### src/rtl/sorted_key_table_defines.svh
// Assertion macros for the sorted key table.
`ifndef SORTED_KEY_TABLE_DEFINES_SVH
`define SORTED_KEY_TABLE_DEFINES_SVH

`ifndef ASSERT_OFF
// Check a property on every clock edge outside of reset.
`define SKT_ASSERT(label, clk, rst_n, prop, msg) \
  label: assert property (@(posedge clk) disable iff (!rst_n) prop) else $error(msg);
// Check a property on every clock edge, reset included.
`define SKT_ASSERT_RST(label, clk, prop, msg) \
  label: assert property (@(posedge clk) prop) else $error(msg);
`else
`define SKT_ASSERT(label, clk, rst_n, prop, msg)
`define SKT_ASSERT_RST(label, clk, prop, msg)
`endif

`endif

### src/rtl/skt_pkg.sv
package skt_pkg;

  localparam int SKT_CAPACITY = 32;
  localparam int CMD_W        = 2;
  localparam int KEY_W        = 32;
  localparam int TAG_W        = 64;
  localparam int KIND_W       = 3;

  // Command codes of a request
  typedef enum logic [CMD_W-1:0] {
    CMD_ADD  = 2'd0,
    CMD_DEL  = 2'd1,
    CMD_FIND = 2'd2
  } cmd_t;

  // Result codes
  typedef enum logic [KIND_W-1:0] {
    KIND_ENTRY    = 3'd0,
    KIND_EMPTY    = 3'd1,
    KIND_ADD_FAIL = 3'd2,
    KIND_DEL_FAIL = 3'd3,
    KIND_MISS     = 3'd4,
    KIND_HIT      = 3'd5
  } kind_t;

  // One table entry as held in memory
  typedef struct packed {
    logic signed [KEY_W-1:0] key;
    logic [TAG_W-1:0]        tag;
  } entry_t;

  // One result on its way out
  typedef struct packed {
    kind_t                   kind;
    logic signed [KEY_W-1:0] key;
    logic [TAG_W-1:0]        tag;
    logic                    last;
  } result_t;

endpackage

### src/rtl/skt_in_if.sv
interface skt_in_if import skt_pkg::*; ();
  logic                    valid;
  logic                    ready;
  logic [CMD_W-1:0]        cmd;
  logic signed [KEY_W-1:0] key;
  logic [TAG_W-1:0]        tag;

  modport source (output valid, output cmd, output key, output tag, input ready);
  modport sink (input valid, input cmd, input key, input tag, output ready);
endinterface

### src/rtl/skt_out_if.sv
interface skt_out_if import skt_pkg::*; ();
  logic                    valid;
  logic                    ready;
  logic [KIND_W-1:0]       kind;
  logic signed [KEY_W-1:0] out_key;
  logic [TAG_W-1:0]        out_tag;
  logic                    last;

  modport source (output valid, output kind, output out_key, output out_tag, output last,
                  input ready);
  modport sink (input valid, input kind, input out_key, input out_tag, input last,
                output ready);
endinterface

### src/rtl/sorted_key_table.sv
// Sorted key table: entries live in one memory, sorted by signed key, one read per cycle.
// Each request runs a scan of the stored entries, then for a successful add or delete a
// shift of the entries above the slot and a listing of the whole table.
// One request at a time; listing streams one entry per cycle through a two-deep result
// queue while the queue has room.
// Reset (synchronous, rst_n low) empties the table and the result queue; memory is kept.
`include "sorted_key_table_defines.svh"

module sorted_key_table import skt_pkg::*; #(
  parameter int CAPACITY = SKT_CAPACITY
) (
  input logic       clk,
  input logic       rst_n,
  skt_in_if.sink    in_req,
  skt_out_if.source out_rsp
);

  localparam int AW = (CAPACITY > 1) ? $clog2(CAPACITY) : 1;
  localparam int CW = $clog2(CAPACITY + 1);
  localparam logic [CW-1:0] CAP_W = CW'(CAPACITY);

  typedef enum logic [4:0] {
    ST_IDLE   = 5'b00001,
    ST_SCAN   = 5'b00010,
    ST_DECIDE = 5'b00100,
    ST_SHIFT  = 5'b01000,
    ST_LIST   = 5'b10000
  } state_t;

  state_t                  state_r, state_nxt;
  cmd_t                    cmd_r;
  logic signed [KEY_W-1:0] key_r;
  logic [TAG_W-1:0]        tag_r;
  logic [CW-1:0]           fill_r, fill_nxt;
  logic [CW-1:0]           ix_r, ix_nxt;
  logic [CW-1:0]           left_r, left_nxt;
  logic [CW-1:0]           pos_r, pos_nxt;
  logic                    present_r, present_nxt;
  entry_t                  hit_r;

  entry_t                  mem [CAPACITY];
  entry_t                  rdata_r;
  logic                    pend_r;
  logic [AW-1:0]           pend_idx_r;
  logic                    rd_en, wr_en;
  logic [AW-1:0]           rd_addr, wr_addr;
  entry_t                  wr_data;

  result_t                 q_r [2];
  logic                    wp_r, rp_r;
  logic [1:0]              cnt_r;
  logic                    push, pop;
  result_t                 push_data;
  logic [1:0]              occ;
  logic                    accept;

  assign accept = in_req.valid && in_req.ready;
  assign in_req.ready = (state_r == ST_IDLE);
  assign pop = out_rsp.valid && out_rsp.ready;
  assign occ = cnt_r - {1'b0, pop};

  // Sequence one request: scan, decide, shift, list
  always_comb begin
    state_nxt   = state_r;
    fill_nxt    = fill_r;
    ix_nxt      = ix_r;
    left_nxt    = left_r;
    pos_nxt     = pos_r;
    present_nxt = present_r;
    rd_en       = 1'b0;
    rd_addr     = ix_r[AW-1:0];
    wr_en       = 1'b0;
    wr_addr     = pend_idx_r;
    wr_data     = rdata_r;
    push        = 1'b0;
    push_data   = '0;

    unique case (state_r)
      ST_IDLE: begin
        if (accept) begin
          unique case (in_req.cmd) inside
            CMD_ADD, CMD_DEL, CMD_FIND: begin
              state_nxt   = ST_SCAN;
              ix_nxt      = '0;
              left_nxt    = fill_r;
              pos_nxt     = '0;
              present_nxt = 1'b0;
            end
            default: ;
          endcase
        end
      end

      ST_SCAN: begin
        // Count keys below the request key and look for an equal one
        if (left_r != '0) begin
          rd_en    = 1'b1;
          ix_nxt   = ix_r + 1'b1;
          left_nxt = left_r - 1'b1;
        end
        if (pend_r) begin
          if (rdata_r.key < key_r) pos_nxt = pos_r + 1'b1;
          if (rdata_r.key == key_r) present_nxt = 1'b1;
        end
        if (left_r == '0 && !pend_r) state_nxt = ST_DECIDE;
      end

      ST_DECIDE: begin
        unique case (cmd_r)
          CMD_ADD: begin
            if (present_r || fill_r == CAP_W) begin
              if (cnt_r != 2'd2) begin
                push           = 1'b1;
                push_data.kind = KIND_ADD_FAIL;
                push_data.last = 1'b1;
                state_nxt      = ST_IDLE;
              end
            end else begin
              state_nxt = ST_SHIFT;
              ix_nxt    = fill_r - 1'b1;
              left_nxt  = fill_r - pos_r;
            end
          end
          CMD_DEL: begin
            if (!present_r) begin
              if (cnt_r != 2'd2) begin
                push           = 1'b1;
                push_data.kind = KIND_DEL_FAIL;
                push_data.last = 1'b1;
                state_nxt      = ST_IDLE;
              end
            end else begin
              state_nxt = ST_SHIFT;
              ix_nxt    = pos_r + 1'b1;
              left_nxt  = fill_r - pos_r - 1'b1;
            end
          end
          CMD_FIND: begin
            if (cnt_r != 2'd2) begin
              push           = 1'b1;
              push_data.last = 1'b1;
              if (present_r) begin
                push_data.kind = KIND_HIT;
                push_data.key  = hit_r.key;
                push_data.tag  = hit_r.tag;
              end else begin
                push_data.kind = KIND_MISS;
              end
              state_nxt = ST_IDLE;
            end
          end
          default: state_nxt = ST_IDLE;
        endcase
      end

      ST_SHIFT: begin
        // Move entries one slot up (add) or down (delete), one per cycle
        if (left_r != '0) begin
          rd_en    = 1'b1;
          ix_nxt   = (cmd_r == CMD_ADD) ? ix_r - 1'b1 : ix_r + 1'b1;
          left_nxt = left_r - 1'b1;
        end
        if (pend_r) begin
          wr_en   = 1'b1;
          wr_addr = (cmd_r == CMD_ADD) ? pend_idx_r + 1'b1 : pend_idx_r - 1'b1;
        end
        if (left_r == '0 && !pend_r) begin
          if (cmd_r == CMD_ADD) begin
            wr_en       = 1'b1;
            wr_addr     = pos_r[AW-1:0];
            wr_data.key = key_r;
            wr_data.tag = tag_r;
            fill_nxt    = fill_r + 1'b1;
          end else begin
            fill_nxt = fill_r - 1'b1;
          end
          state_nxt = ST_LIST;
          ix_nxt    = '0;
          left_nxt  = fill_nxt;
        end
      end

      ST_LIST: begin
        if (fill_r == '0) begin
          if (cnt_r != 2'd2) begin
            push           = 1'b1;
            push_data.kind = KIND_EMPTY;
            push_data.last = 1'b1;
            state_nxt      = ST_IDLE;
          end
        end else begin
          // Read ahead only as far as the result queue has room
          if (left_r != '0 && (occ + {1'b0, pend_r}) < 2'd2) begin
            rd_en    = 1'b1;
            ix_nxt   = ix_r + 1'b1;
            left_nxt = left_r - 1'b1;
          end
          if (pend_r) begin
            push           = 1'b1;
            push_data.kind = KIND_ENTRY;
            push_data.key  = rdata_r.key;
            push_data.tag  = rdata_r.tag;
            push_data.last = (CW'(pend_idx_r) == fill_r - 1'b1);
          end
          if (left_r == '0 && !pend_r) state_nxt = ST_IDLE;
        end
      end

      default: state_nxt = ST_IDLE;
    endcase
  end

  // Control state
  always_ff @(posedge clk) begin
    if (!rst_n) begin
      state_r   <= ST_IDLE;
      fill_r    <= '0;
      ix_r      <= '0;
      left_r    <= '0;
      pos_r     <= '0;
      present_r <= 1'b0;
      pend_r    <= 1'b0;
    end else begin
      state_r   <= state_nxt;
      fill_r    <= fill_nxt;
      ix_r      <= ix_nxt;
      left_r    <= left_nxt;
      pos_r     <= pos_nxt;
      present_r <= present_nxt;
      pend_r    <= rd_en;
    end
  end

  // Hold the request and the matching entry
  always_ff @(posedge clk) begin
    if (accept) begin
      cmd_r <= cmd_t'(in_req.cmd);
      key_r <= in_req.key;
      tag_r <= in_req.tag;
    end
    if (state_r == ST_SCAN && pend_r && rdata_r.key == key_r) hit_r <= rdata_r;
    pend_idx_r <= rd_addr;
  end

  // Entry memory: one write and one registered read per cycle
  always_ff @(posedge clk) begin
    if (wr_en) mem[wr_addr] <= wr_data;
    if (rd_en) rdata_r <= mem[rd_addr];
  end

  // Two-deep result queue
  always_ff @(posedge clk) begin
    if (!rst_n) begin
      wp_r  <= 1'b0;
      rp_r  <= 1'b0;
      cnt_r <= 2'd0;
    end else begin
      wp_r  <= wp_r ^ push;
      rp_r  <= rp_r ^ pop;
      cnt_r <= cnt_r + {1'b0, push} - {1'b0, pop};
    end
  end

  always_ff @(posedge clk) begin
    if (push) q_r[wp_r] <= push_data;
  end

  assign out_rsp.valid   = (cnt_r != 2'd0);
  assign out_rsp.kind    = q_r[rp_r].kind;
  assign out_rsp.out_key = q_r[rp_r].key;
  assign out_rsp.out_tag = q_r[rp_r].tag;
  assign out_rsp.last    = q_r[rp_r].last;

  // Checks
  `SKT_ASSERT(a_fill_bound, clk, rst_n, fill_r <= CAP_W, "table fill above capacity")
  `SKT_ASSERT(a_queue_room, clk, rst_n, push |-> (cnt_r != 2'd2 || pop), "queue overflow")
  `SKT_ASSERT(a_no_rw_clash, clk, rst_n, (wr_en && rd_en) |-> wr_addr != rd_addr, "rw clash")
  `SKT_ASSERT_RST(a_reset_empty, clk, !rst_n |=> (fill_r == '0 && cnt_r == 2'd0), "reset")

endmodule
### src/flat_wrapper.sv
// flat-port wrapper written by rule: the top's interface ports become plain ports
module sorted_key_table_flat import skt_pkg::*;
#(
  parameter int CAPACITY = SKT_CAPACITY
)
  (clk, rst_n, in_req_valid, in_req_cmd, in_req_key, in_req_tag, in_req_ready, out_rsp_valid, out_rsp_kind, out_rsp_out_key, out_rsp_out_tag, out_rsp_last, out_rsp_ready);
  skt_in_if in_req_i ();
  skt_out_if out_rsp_i ();
  input logic clk;
  input logic rst_n;
  input wire logic [$bits(in_req_i.valid)-1:0] in_req_valid;
  input wire logic [$bits(in_req_i.cmd)-1:0] in_req_cmd;
  input wire logic [$bits(in_req_i.key)-1:0] in_req_key;
  input wire logic [$bits(in_req_i.tag)-1:0] in_req_tag;
  output wire logic [$bits(in_req_i.ready)-1:0] in_req_ready;
  output wire logic [$bits(out_rsp_i.valid)-1:0] out_rsp_valid;
  output wire logic [$bits(out_rsp_i.kind)-1:0] out_rsp_kind;
  output wire logic [$bits(out_rsp_i.out_key)-1:0] out_rsp_out_key;
  output wire logic [$bits(out_rsp_i.out_tag)-1:0] out_rsp_out_tag;
  output wire logic [$bits(out_rsp_i.last)-1:0] out_rsp_last;
  input wire logic [$bits(out_rsp_i.ready)-1:0] out_rsp_ready;
  assign in_req_i.valid = in_req_valid;
  assign in_req_i.cmd = in_req_cmd;
  assign in_req_i.key = in_req_key;
  assign in_req_i.tag = in_req_tag;
  assign in_req_ready = in_req_i.ready;
  assign out_rsp_valid = out_rsp_i.valid;
  assign out_rsp_kind = out_rsp_i.kind;
  assign out_rsp_out_key = out_rsp_i.out_key;
  assign out_rsp_out_tag = out_rsp_i.out_tag;
  assign out_rsp_last = out_rsp_i.last;
  assign out_rsp_i.ready = out_rsp_ready;
  sorted_key_table #(.CAPACITY(CAPACITY)) u_core (.clk(clk), .rst_n(rst_n), .in_req(in_req_i), .out_rsp(out_rsp_i));
endmodule
### config.mk
export PLATFORM = sky130hd
export DESIGN_NAME = sorted_key_table_flat
export DESIGN_NICKNAME = d
export VERILOG_FILES = /design/src/rtl/skt_pkg.sv /design/src/rtl/skt_in_if.sv /design/src/rtl/skt_out_if.sv /design/src/rtl/sorted_key_table.sv /design/src/flat_wrapper.sv
export VERILOG_INCLUDE_DIRS = /design/src /design/src/rtl
export SDC_FILE = /design/constraint.sdc
export NUM_CORES = 2
export LEC_CHECK = 0
export BUFFER_PORTS_ARGS = -buffer_cell sky130_fd_sc_hd__clkbuf_2
export CAP_MARGIN = 20
export CORE_MARGIN = 10
export CORE_UTILIZATION = 45
export CTS_CLUSTER_DIAMETER = 30
export DETAILED_ROUTE_END_ITERATION = 8
export PLACE_DENSITY_LB_ADDON = 0.1
export SETUP_SLACK_MARGIN = 0.02
export SLEW_MARGIN = 40
export SYNTH_ARGS = -nofsm -noshare
export SYNTH_HDL_FRONTEND = slang
export SYNTH_SLANG_ARGS = --single-unit
export TNS_END_PERCENT = 5
### constraint.sdc
create_clock -name clk -period 17 [get_ports clk]
set_input_delay 5.1 -clock clk [delete_from_list [all_inputs] [get_ports clk]]
set_output_delay 5.1 -clock clk [all_outputs]
set_load 0.05 [all_outputs]
; Word-level counts from Yosys, hierarchy flattened
; Memories as Yosys holds them, arrays and structs flattened. A register that Yosys moved wholly into a read port is not among the register bits.
; Index checks and enable logic that the tools add are counted.
[classes]
add_sub_neg = 14
magnitude_cmp = 2
eq_ne = 28
muxes = 85
bitwise = 2
reduce_logical = 24
[op_table]
columns = cell, count
row1 = 96-bit two-way mux, 6
row2 = 100-bit case mux with 2 select lines, 1
row3 = 6-bit two-way mux, 21
row4 = 100-bit two-way mux, 1
row5 = 97-bit two-way mux, 1
row6 = 5-bit two-way mux, 14
row7 = 6-bit case mux with 5 select lines, 2
row8 = 6-bit case mux with 2 select lines, 3
row9 = 32-bit equality test, 1
row10 = 32-bit < comparator, 1
row11 = 5-bit case mux with 5 select lines, 1
row12 = 1-bit two-way mux, 24
row13 = 6-bit by 1-bit subtractor with 6-bit output (second input constant), 4
row14 = 6-bit by 1-bit adder with 6-bit output (second input constant), 3
row15 = 5-bit case mux with 3 select lines, 1
row16 = 5-bit AND reduction, 3
row17 = 6-bit logical NOT, 2
row18 = 2-bit by 1-bit != test with 1-bit output (second input constant), 6
row19 = 2-bit != test (second input constant), 5
row20 = 10-bit AND reduction, 1
row21 = 3-bit by 1-bit != test with 1-bit output (second input constant), 3
row22 = 3-bit case mux with 3 select lines, 1
row23 = 8-bit AND reduction, 1
row24 = 5-bit by 6-bit equality test with 1-bit output, 1
row25 = 31 further kinds, 48
[totals]
ff_bits = 234
ramBits = 3272
inputBits = 102
output_inout_bits = 102
word_cells = 173
n_memories = 2
[memory_table]
columns = name, words, word_bits, rd, rd_clocked_by_memory_dff, wr, line
row1 = u_core.mem, 32, 96, 1, 1, 1, sorted_key_table.sv:41  ; entry_t mem [CAPACITY];
row2 = u_core.q_r, 2, 100, 1, 1, 1, sorted_key_table.sv:49  ; result_t q_r [2];

; Longest topological paths before layout
[depth]
depth_word = 9
mapped_depth = 14
ltp_nobuf = 11

; Worst setup path before layout
; OpenSTA, ideal clock, no wires.
[synth_path]
kind = flip-flop to flip-flop
startpoint = register u_core.rdata_r[95] (netlist name)
endpoint = register u_core.hit_r[0] (netlist bit), enable pin
setup_ps = 790
arrival_time_ps = 10671
t_required_ps = 16210
setup_slack_ps = 5539
stages_incl_launch_ff = 6
path_buffers = 0
period_less_slack_ps = 11461
cell_sequence = edfxtp_1 -> ha_1 -> nand4_2 -> nor4_4 -> nand2_1 -> nor4_1
[synth_between]
elab_chain_len = 2
[synth_rtl]
columns = item, line
row1 = 32-bit equality test, sorted_key_table.sv:241  ; if (state_r == ST_SCAN && pend_r && rdata_r.key == key_r) hit_r <= rdata_r;
row2 = 1-bit logical AND, sorted_key_table.sv:241
row3 = end signal: assignment, sorted_key_table.sv:241
row4 = end: declaration, sorted_key_table.sv:39  ; entry_t hit_r;
; No other way between the ends.
; A chain may end at the register's enable or synchronous reset.

==> metrics.md <==
| Metric | Value |
|---|---|
| Final WL | `365 mm` |
| Total track usage | `21.8%` |
| Clock sink count | `3,602` |
| Syn avg cell area | `23.3 µm²` |
| Post-Synthesis Cells | `5,941` |
| Slew Viols, Final | `0` |
| Count leader, synth | `edfxtp_1` |
| Via density | `5.80` |
| Final #Nets | `6,912` |
| Clk_lat worst skew | `1.01 ns` |
| H-tree level count | `6` |
| Worst min path class | `register to register` |
| Design Power | `24.3 mW` |
| Worst Tran Pin Value | `0.912 ns` |
| Reg2reg start | `u_core.cmd_r[1]` |
| Unrepaired setup endpoints after global routing | `no` |
| CP startpoint kind | `register` |
| EDFF count, synth | `3,562` |
| Share of the synthesized area in the top cell type | `77.4%` |
| Worst-path fanout max | `46` |
| Reg area | `0.108 mm²` |
| PortBufs | `203` |
| Synthesis warning total | `0` |
| Reg2Reg Depth | `14` |
| Antenna viol nets, final | `0` |
| Fillers | `22,844` |
| Clock Tree Root | `clkbuf_16` |
| First-pass GRT wire length | `523 mm` |
| Num CTS Buffers | `701` |
| Peak VDD IR | `0.0000951 V` |
| Multi-input logic area | `0.0296 mm²` |
| Placed insts | `10,144` |
| Finished Layout Cells | `11,442` |
| Final period util | `47.6%` |
| Initial antenna violation count | `10` |
| Status | `completed` |
| Longest Clk Path Bufs | `4` |
| Top cells by count, synth | `edfxtp_1 (3,562), mux4_2 (960), nand2_1 (276), mux2_2 (196), clkbuf_1 (161)` |
| Leading area contributor after synthesis | `edfxtp_1` |
| PostCTS Resize Cnt | `0` |
| Largest net degree at the start of global routing | `116` |
| Clock skew | `0.0606 ns` |
| F_max | `124 MHz` |
| Wire length per cell | `31.9 µm` |
| FF+latch count, synth | `3,602` |
| Die W | `574 µm` |
| P_leak | `53.8 nW` |
| Hold_sp | `u_core.rdata_r[30]` |
| Synth Flop Type | `edfxtp_1` |
| Maxcap violations | `0` |
| Critical path required time | `11.90 ns` |
| Post-synthesis cell type count | `70` |
| Rows | `203` |
| FFs w/ async S/R, synth | `0%` |
| Slew margin rel. | `39.2%` |
| DR pass1 iterations | `6` |
| Core area | `0.306 mm²` |
| Setup TNS | `0 ns` |
| Die area | `0.330 mm²` |
| Min Hold Slack | `0.487 ns` |
| Grt total ovfl | `0` |
| Synthesized cell area | `0.138 mm²` |
| Initial Util | `45.2%` |
| Placer congestion estimate | `0.766` |
| Power per standard cell area | `143 mW/mm²` |
| Layout cell share with drive strength beyond 1 | `38.2%` |
| Vias in the first global route | `70,783` |
| Syn nets | `6,099` |
| Area contributors post-synth | `edfxtp_1 (77%), mux4_2 (16%), mux2_2 (1.6%)` |
| DRC | `0` |
| Die Y | `574 µm` |
| Worst Setup Path Type | `register to output pin` |
| Sequential share of the synthesized area | `78.0%` |
| CTS tree | `built` |
| Critical path arrival | `2.99 ns` |
| Via Count | `66,411` |
| Hold depth | `0` |
| Post-route minimum period | `8.09 ns` |
| Clock slew at reported path FFs | `0.05 ns` |
| Layout overhead on the synthesized area | `23.3%` |
| Cts-stage hold buffer count | `0` |
| I/O pin count | `204` |
| Fin. Hold Viols | `0` |
| Post-CTS setup buffers | `0` |
| Setup violations, final | `0` |
| Initial detailed-routing violation count | `6,670` |
| CP Capture Type | `output pin` |
| Detailed Place HPWL | `193 mm` |
## routing by layer
| metal | track usage (%) | wire length (µm) | vias up |
|---|---|---|---|
| met1 | 31.2 | 158000 | 36409 |
| li1 | - | - | 27147 |
| met2 | 35.1 | 177000 | 2335 |
| met3 | 3.90 | 22200 | 520 |
| met4 | 5.21 | 7470 | 0 |
| met5 | 0 | 0 | - |
## worst max-delay path: stages (launching register included)
cell      delay (ns)
dfxtp_4         0.57
buf_4           0.62
mux2_2          0.42
clkbuf_2        0.24
## where the power goes
part / total [mW] / switching, mW / internal, mW / leakage, nW
Sequential: 9.72 / 0.0257 / 9.69 / 32.0
Clock: 13.8 / 4.66 / 9.14 / 11.6
Combinational: 0.806 / 0.389 / 0.417 / 10.3
Total: 24.3 / 5.07 / 19.3 / 53.8
## logic make-up after synthesis
kind of cell,Yosys count,share of synthesized area [%]
AO/OA/AOI/OAI,265,1.37
XOR/XNOR,39,0.253
adder cells (fa/ha/maj),56,0.518
buffers and inverters,357,1.10
flip-flops,3602,78.0
multiplexers,1160,17.3
AND/OR/NAND/NOR,462,1.49
## metrics by stage
stage | utilization (%) | cell area, µm² | worst slack (ns)
after detailed placement | 47.7 | 146000 | 8.81
after floorplan | - | 138000 | 5.54
after global routing | 55.7 | 170000 | 8.78
after global placement | 47.4 | 145000 | 8.78
final | 55.7 | 170000 | 8.91
after CTS | 55.6 | 170000 | 8.80
## layout make-up
class                      count  area share (%)
sequential                  3602            63.2
multi-input combinational   1982            17.4
clock buffer                 792            10.5
clock inverter               495            3.63
tap                         4100            3.01
timing repair buffer         412            2.09
inverter                      55           0.121
antenna                        4         0.00587
## final timing paths
kind                          to  slack [ns]
max          out_rsp_out_tag[33]        8.91
max reg2reg   u_core.mem[26][50]       11.02
min reg2reg     u_core.hit_r[30]        0.49
min             u_core.hit_r[30]        0.49
## sequential cells by signal, indices dropped and copies added, names as in the netlist, 2 cells and up, named ones only
name	flops
u_core.pos_r	6
u_core.tag_r	64
u_core.left_r	6
u_core.cmd_r	2
u_core.key_r	32
u_core.fill_r	6
u_core.cnt_r	2
u_core.ix_r	5
u_core.q_r	200
u_core.rdata_r	96
u_core.pend_idx_r	5
u_core.state_r	5
u_core.mem	3072
u_core.hit_r	96
## layout by cell type (no fill, tap or decap), drive strengths merged, types with 14 or more instances in the layout
cell type,count
clkinvlp,61
o21ai,60
a21oi,43
edfxtp,3562
ha,54
mux4,960
dfxtp,40
buf,209
nor3,14
inv,89
mux2,196
bufinv,100
nand2,276
nor2,74
clkbuf,995
xnor2,21
nand3,20
clkinv,300
xor2,18
a22o,97
No activity file was read; power rests on OpenSTA's default activity.
